## src/sv/tilt_compensated_heading_top_macros.svh

```systemverilog
// Assertion macros shared by the tilt-compensated heading design.
`ifndef TILT_COMPENSATED_HEADING_TOP_MACROS_SVH
`define TILT_COMPENSATED_HEADING_TOP_MACROS_SVH

// Implication checked on the same clock edge, switched off while in reset.
`define THC_ASSERT_IMP(lbl, clk, rst_n, ante, cons) \
    lbl: assert property (@(posedge clk) disable iff (!(rst_n)) (ante) |-> (cons)) \
        else $error("implication check failed");

// Implication whose consequence is checked after the delay given by dly, switched off while in reset.
`define THC_ASSERT_DLY(lbl, clk, rst_n, ante, dly, cons) \
    lbl: assert property (@(posedge clk) disable iff (!(rst_n)) (ante) |-> ##dly (cons)) \
        else $error("delayed check failed");

`endif

```

## src/sv/thc_pkg.sv

```systemverilog
// Package with the shared types, constants and arctangent table of the heading block.
package thc_pkg;

    localparam int DW = 36;

    typedef logic signed [DW-1:0] t_data;

    localparam t_data ANG_HALF    = t_data'(64'sd2147483648);
    localparam t_data ANG_QUARTER = t_data'(64'sd1073741824);

    localparam logic signed [30:0] INV_GAIN = 31'sd652032874;

    // atan(2^-i) in binary angle units, one full turn being 2^32.
    function automatic t_data atan_tab(input int idx);
        t_data v;
        case (idx)
            0:       v = t_data'(64'sd536870912);
            1:       v = t_data'(64'sd316933406);
            2:       v = t_data'(64'sd167458907);
            3:       v = t_data'(64'sd85004756);
            4:       v = t_data'(64'sd42667331);
            5:       v = t_data'(64'sd21354465);
            6:       v = t_data'(64'sd10680862);
            7:       v = t_data'(64'sd5340245);
            8:       v = t_data'(64'sd2670163);
            9:       v = t_data'(64'sd1335087);
            10:      v = t_data'(64'sd667544);
            11:      v = t_data'(64'sd333772);
            12:      v = t_data'(64'sd166886);
            13:      v = t_data'(64'sd83443);
            14:      v = t_data'(64'sd41722);
            15:      v = t_data'(64'sd20861);
            16:      v = t_data'(64'sd10430);
            17:      v = t_data'(64'sd5215);
            18:      v = t_data'(64'sd2608);
            19:      v = t_data'(64'sd1304);
            20:      v = t_data'(64'sd652);
            21:      v = t_data'(64'sd326);
            22:      v = t_data'(64'sd163);
            23:      v = t_data'(64'sd81);
            default: v = '0;
        endcase
        return v;
    endfunction

endpackage

```

## src/sv/thc_finish.sv

```systemverilog
// Conversion of binary angles to hundredths, declination, wrap and tilt clamp.
module thc_finish (
    input  logic           i_clk,
    input  logic           i_rst_n,
    input  logic           i_valid,
    input  thc_pkg::t_data i_head,
    input  thc_pkg::t_data i_pitch,
    input  logic [15:0]    i_decl,
    output logic           o_valid,
    output logic [15:0]    o_heading,
    output logic [13:0]    o_tilt
);
    import thc_pkg::*;

    localparam int PW = DW + 17;

    logic signed [PW-1:0] n_ph, n_pt;
    logic signed [20:0]   r_hd, r_tl;
    logic                 r_v1, r_v2;
    logic signed [21:0]   s0, s1, s2, s3, s4;
    logic signed [20:0]   t_abs;
    logic [15:0]          r_heading;
    logic [13:0]          r_tilt;

    // Rounded to nearest: floor((a * 36000 + 2^31) / 2^32).
    assign n_ph = i_head  * $signed(17'sd36000) + $signed(PW'(64'sd2147483648));
    assign n_pt = i_pitch * $signed(17'sd36000) + $signed(PW'(64'sd2147483648));

    always_comb begin
        s0 = 22'(r_hd) + 22'($signed(i_decl));
        s1 = (s0 < 0) ? s0 + 22'sd36000 : s0;
        s2 = (s1 < 0) ? s1 + 22'sd36000 : s1;
        s3 = (s2 >= 22'sd36000) ? s2 - 22'sd36000 : s2;
        s4 = (s3 >= 22'sd36000) ? s3 - 22'sd36000 : s3;
        t_abs = (r_tl < 0) ? -r_tl : r_tl;
    end

    always_ff @(posedge i_clk) begin
        if (!i_rst_n) begin
            r_v1 <= 1'b0;
            r_v2 <= 1'b0;
        end else begin
            r_v1 <= i_valid;
            r_v2 <= r_v1;
        end
        r_hd      <= n_ph[PW-1:32];
        r_tl      <= n_pt[PW-1:32];
        r_heading <= s4[15:0];
        r_tilt    <= (t_abs > 21'sd9000) ? 14'd9000 : t_abs[13:0];
    end

    assign o_valid   = r_v2;
    assign o_heading = r_heading;
    assign o_tilt    = r_tilt;

endmodule

```

## config.mk

```make
export PLATFORM = sky130hd
export DESIGN_NAME = thc_finish
export DESIGN_NICKNAME = d
export VERILOG_FILES = /design/src/sv/tilt_compensated_heading_top_macros.svh /design/src/sv/thc_pkg.sv /design/src/sv/thc_finish.sv
export SDC_FILE = /design/constraint.sdc
export NUM_CORES = 1
export LEC_CHECK = 0
export BUFFER_PORTS_ARGS = -buffer_cell sky130_fd_sc_hd__buf_2
export CORE_ASPECT_RATIO = 0.8
export CORE_MARGIN = 5
export CORE_UTILIZATION = 34
export DETAILED_ROUTE_END_ITERATION = 12
export PLACE_DENSITY = 0.53
export RECOVER_POWER = 25
export SLEW_MARGIN = 0
export SYNTH_ARGS = -nofsm -noshare
export SYNTH_HDL_FRONTEND = slang
export SYNTH_SLANG_ARGS = --single-unit
```

## constraint.sdc

```tcl
create_clock -name i_clk -period 5.7 [get_ports i_clk]
set_input_delay 0.285 -clock i_clk [delete_from_list [all_inputs] [get_ports i_clk]]
set_output_delay 0.285 -clock i_clk [all_outputs]
set_load 0.05 [all_outputs]
```

# Word-level counts from Yosys, hierarchy flattened

Cells that the tools add are included.
Widths: inputs -> output; s select.

Logic and storage cells: 27
Input bits: 91
Output and inout bits: 31
Register bits: 74

Multiply operators: 2
$lt $le $gt $ge: 6
Muxes and demuxes: 5
$add $sub $neg: 8

Operators with widths:

| cell                   | count |
|---|---|
| $add 53x33->53 const B | 2 |
| $mul 36x12->48 const B | 2 |
| $mux 22                | 3 |
| $add 22x17->22 const B | 2 |
| $ge 22x17->1 const B   | 2 |
| $lt 22x1->1 const B    | 2 |
| $add 21x16->22         | 1 |
| $sub 22x17->22 const B | 1 |
| $gt 21x15->1 const B   | 1 |
| $lt 21x1->1 const B    | 1 |
| $mux 21                | 1 |
| $neg 21->21            | 1 |
| $mux 16                | 1 |
| $sub 16x16->16 const B | 1 |

# Depth between registers and ports, before layout

Word-level depth: 9
Gate-level depth with buffers: 28
Mapped depth without buffers: 27

# Worst setup path after synthesis

No wires, ideal clock.

Kind: input to register
Start: input port i_pitch[8]
End: register r_tl[19]
Cell stages on the path: 22
Setup slack: -0.558 ns
Arrival: 6.185 ns
Required time: 5.627 ns
Path through: ha_1 inv_1 fa_1 inv_1 fa_1 fa_1 ha_1 a21o_1 a21o_1 a21oi_1 o21ai_0 a311o_1 a221o_1 a2111oi_0 o21ai_0 a21oi_1 xnor2_1 nand4_1 or3_1 o31a_1 a211oi_1 xnor2_1

Word-level cells in the longest chain between the ends: 2

Ends and longest elaborated chain:

| what                   | line             | source |
|---|---|---|
| start: declaration     | thc_finish.sv:7  | `input thc_pkg::t_data i_pitch,` |
| $mul 36x12->48         | thc_finish.sv:27 | `assign n_pt = i_pitch * $signed(17'sd36000) + $signed(PW'(64'sd2147483648));` |
| $add 53x33->53         | thc_finish.sv:27 |  |
| via n_pt[51]           | thc_finish.sv:17 | `logic signed [PW-1:0] n_ph, n_pt;` |
| end signal: assignment | thc_finish.sv:47 | `r_tl <= n_pt[PW-1:32];` |
| end: declaration       | thc_finish.sv:18 | `logic signed [20:0] r_hd, r_tl;` |

The timed path passes the listed nets, and every way through them passes these cells.
A chain may end at the register's enable or synchronous reset.

# Worst setup path in the final report

Start: register r_hd[0]
End: register r_heading[15], in the netlist o_heading[15]

Word-level cells in the longest chain between the ends: 9
Elaborated cells on any way between the ends: 13
Classes of those cells: add/sub (5); order compare (4); mux (4)

Ends and longest elaborated chain:

| what                                                  | line             | source |
|---|---|---|
| start: declaration                                    | thc_finish.sv:18 |  |
| start signal: assignment                              | thc_finish.sv:46 | `r_hd <= n_ph[PW-1:32];` |
| $add 21x16->22 *                                      | thc_finish.sv:30 | `s0 = 22'(r_hd) + 22'($signed(i_decl));` |
| $add 22x17->22 / $lt 22x1->1 (equally long branches)  | thc_finish.sv:31 | `s1 = (s0 < 0) ? s0 + 22'sd36000 : s0;` |
| $mux 22 *                                             | thc_finish.sv:31 |  |
| $add 22x17->22 / $lt 22x1->1 (equally long branches)  | thc_finish.sv:32 | `s2 = (s1 < 0) ? s1 + 22'sd36000 : s1;` |
| $mux 22 *                                             | thc_finish.sv:32 |  |
| $sub 22x17->22 / $ge 22x17->1 (equally long branches) | thc_finish.sv:33 | `s3 = (s2 >= 22'sd36000) ? s2 - 22'sd36000 : s2;` |
| $mux 22 *                                             | thc_finish.sv:33 |  |
| $ge 22x17->1 / $sub 16x16->16 (equally long branches) | thc_finish.sv:34 | `s4 = (s3 >= 22'sd36000) ? s3 - 22'sd36000 : s3;` |
| $mux 16 *                                             | thc_finish.sv:34 |  |
| via s4[15]                                            | thc_finish.sv:20 | `logic signed [21:0] s0, s1, s2, s3, s4;` |
| end signal: assignment                                | thc_finish.sv:48 | `r_heading <= s4[15:0];` |
| end: declaration                                      | thc_finish.sv:22 | `logic [15:0] r_heading;` |

The timed path passes the listed nets; every way through them passes the cells marked *.

==> summary.txt <==
final worst-path cycle share = 1.024
first-pass GRT wire length = 80210 um
Crit. End Element = flop
placed cell areas = 22110 um^2
mapped cell area = 18180 um^2
biggest area consumer among synthesized cells = ha_1
measured slew at the worst slew-check pin = 0.8330 ns
Setup crit start kind = flop
CP arrival = 6.09 ns
DIE HEIGHT = 216.8 um
Die W = 268.5 um
asr flop ratio synth = 0
register area = 1483 um^2
Post-Route WL = 47460 um
Synth top area share = 0.2409
initial antenna violation count = 1
Setup CP Type = flop to flop
max-slew violations = 0
Num Clock Sinks = 74
total CTS buffers = 9
Clock Latency Late Sink = 0.36 ns
Area contributors post-synth = ha_1, fa_1, dfxtp_1
die area = 58220 um^2
Hold Vio Cnt, Final = 0
Final nets = 3149
Syn Nets = 2687
Setup Viol. Count Final = 12
worst setup margin = -0.1355 ns
# IOs = 122
share of the yosys chip area belonging to registers = 0.08149
post-DP HPWL = 41310 um
layout cells sized above 1 = 0.2554
CP max stage cell = or4_4
f_max = 171.4 MHz
CTS Hold Buffers Added = 0
Worst-path clk slew = 0.06 ns
outcome = finished, violations left
Ys Warns = 0
Slew Limit Headroom = 0.4439
Yosys reg bits = 74
gr usage total = 0.1636
vias in the first global route = 16434
fin crit period = 5.836 ns
Iter 0 DRT Violations = 770
Setup WS pre-CTS = -0.5465 ns
setup TNS = -0.9562 ns
max-cap viol count = 0
DR WL/cell = 14.76 um
largest net degree at the start of global routing = 28
clock skew = 0.009807 ns
top cells by count, synth = inv_1, ha_1, fa_1
Critical Path Max Stage Delay = 0.53 ns
GP Congestion = 0.8923
failing checks = negative setup slack
number of H-tree levels = 3
Syn Area/Cell = 8.846 um^2
Post-Syn Instances = 2055
number of port buffers = 121
clock root cell = clkbuf_16
worst hold path type = input port to flop
most common cell in the synthesized netlist = inv_1
design area = 23370 um^2
remaining global-route overflow = 0
CTS tree = built
initial core utilization = 0.3453
Multi-input gate area = 15940 um^2
# DRC = 0
CTS max path bufs = 2
via count = 15825
RSZ-0062 raised after global routing = yes
Area Growth Syn to Fin = 28.55%
Post-synth EDFFs = 0
Fill cells = 5115
drt via density = 4.921
Req. time, crit path = 5.95 ns
Synth Flop Type = dfxtp_1
DR pass1 iterations = 5
Final ANT Viol Nets = 0
Yosys cell types = 95
largest fanout on the critical path = 4
cell row count = 75
core area = 52640 um^2
==> worst paths after layout <==
| check | slack, ns | cells after the start | endpoint | startpoint |
|---|---|---|---|---|
| setup / recovery | -0.14 | 25 | o_heading[15]$_DFF_P_ | r_hd[0]$_DFF_P_ |
| hold / removal | 0.12 | 2 | r_v1$_SDFF_PN0_ | i_valid |
| setup reg to reg | -0.14 | 25 | o_heading[15]$_DFF_P_ | r_hd[0]$_DFF_P_ |
| hold reg to reg | 0.48 | 1 | o_valid$_SDFF_PN0_ | r_v1$_SDFF_PN0_ |
==> stage by stage <==
| step | std cells | utilization | hold slack, ns |
|---|---|---|---|
| 6_report | 3216 | 0.4439 | 0.1247 |
| 5_1_grt | 3216 | 0.4439 | 0.1209 |
| 4_1_cts | 3194 | 0.4331 | 0.09670 |
| 3_5_place_dp | 3164 | 0.4200 | 0.4520 |
| 3_3_place_gp | 3164 | 0.4200 | 0.4654 |
| 2_1_floorplan | 2055 | - | 0.4067 |
==> layout make-up <==
type                            instances  share of cell area
Clock buffer                            9            0.009638
Antenna cell                            1           0.0001071
Timing Repair Buffer                  480              0.1449
Inverter                              368             0.05911
Clock inverter                          7            0.003587
Multi-Input combinational cell       1584              0.6821
Sequential cell                        74             0.06345
Tap cell                              693             0.03710
==> timing repair <==
action | in CTS | in global routing
endpoints found under the setup margin | 19 | 26
cloned | 0 | 1
pin swaps | 46 | 81
resized for setup | 56 | 92
setup buffers | 14 | 21
==> logic make-up (layout without fill, tap and decap cells) <==
group / after synthesis / count (layout) / synth area share
adder cells (fa/ha/maj): 541 / 541 / 0.4512
buffers and inverters: 397 / 864 / 0.08287
multiplexers: 30 / 30 / 0.01728
XOR/XNOR: 186 / 186 / 0.09154
other: 0 / 1 / 0
AO/OA/AOI/OAI: 392 / 392 / 0.1537
flip-flops: 74 / 74 / 0.08149
AND/OR/NAND/NOR: 435 / 435 / 0.1219
==> state kept, by name (all words and copies together) (netlist names) <==
name and count:
o_valid 1, o_tilt 14, r_hd 21, r_v1 1, o_heading 16, r_tl 21
==> metal layers <==
metal	vias to the layer above	global-route usage	part of all wire
met4	0	0.03685	0.015
met3	39	0.01491	0.028
met1	7574	0.2464	0.52
li1	8004	-	-
met2	208	0.2547	0.44
met5	-	0	0
==> critical path: cells and delay by family, from the launching register on <==
family / cells / cell delay [ns]
xor gates and xnor gates: 1 / 0.17
and+or+nand+nor: 5 / 1.62
buffers and inverters: 3 / 0.41
DFF: 1 / 0.33
adders and majority gates: 4 / 0.85
AOI/OAI and AO/OA: 12 / 2.34
==> layout by cell type, fill, tap and decap left out, types with 11 or more instances in the layout <==
cell	instances
a211oi_1	13
a21o_1	40
a21oi_1	76
and2_1	16
and3_1	17
buf_2	98
buf_4	342
buf_6	21
clkbuf_1	17
dfxtp_1	73
fa_1	185
ha_1	339
inv_1	361
mux2_2	11
mux2i_1	19
nand2_1	101
nand3_1	46
nand4_1	22
nor2_1	82
nor2b_1	12
nor3_1	33
o211ai_1	17
o21a_1	17
o21ai_0	52
o31ai_1	12
or3_1	19
xnor2_1	103
xor2_1	72
Power is left out: the tool's default activity adds up to more than one toggle a clock period on the data nets, which glitch-free logic cannot reach.
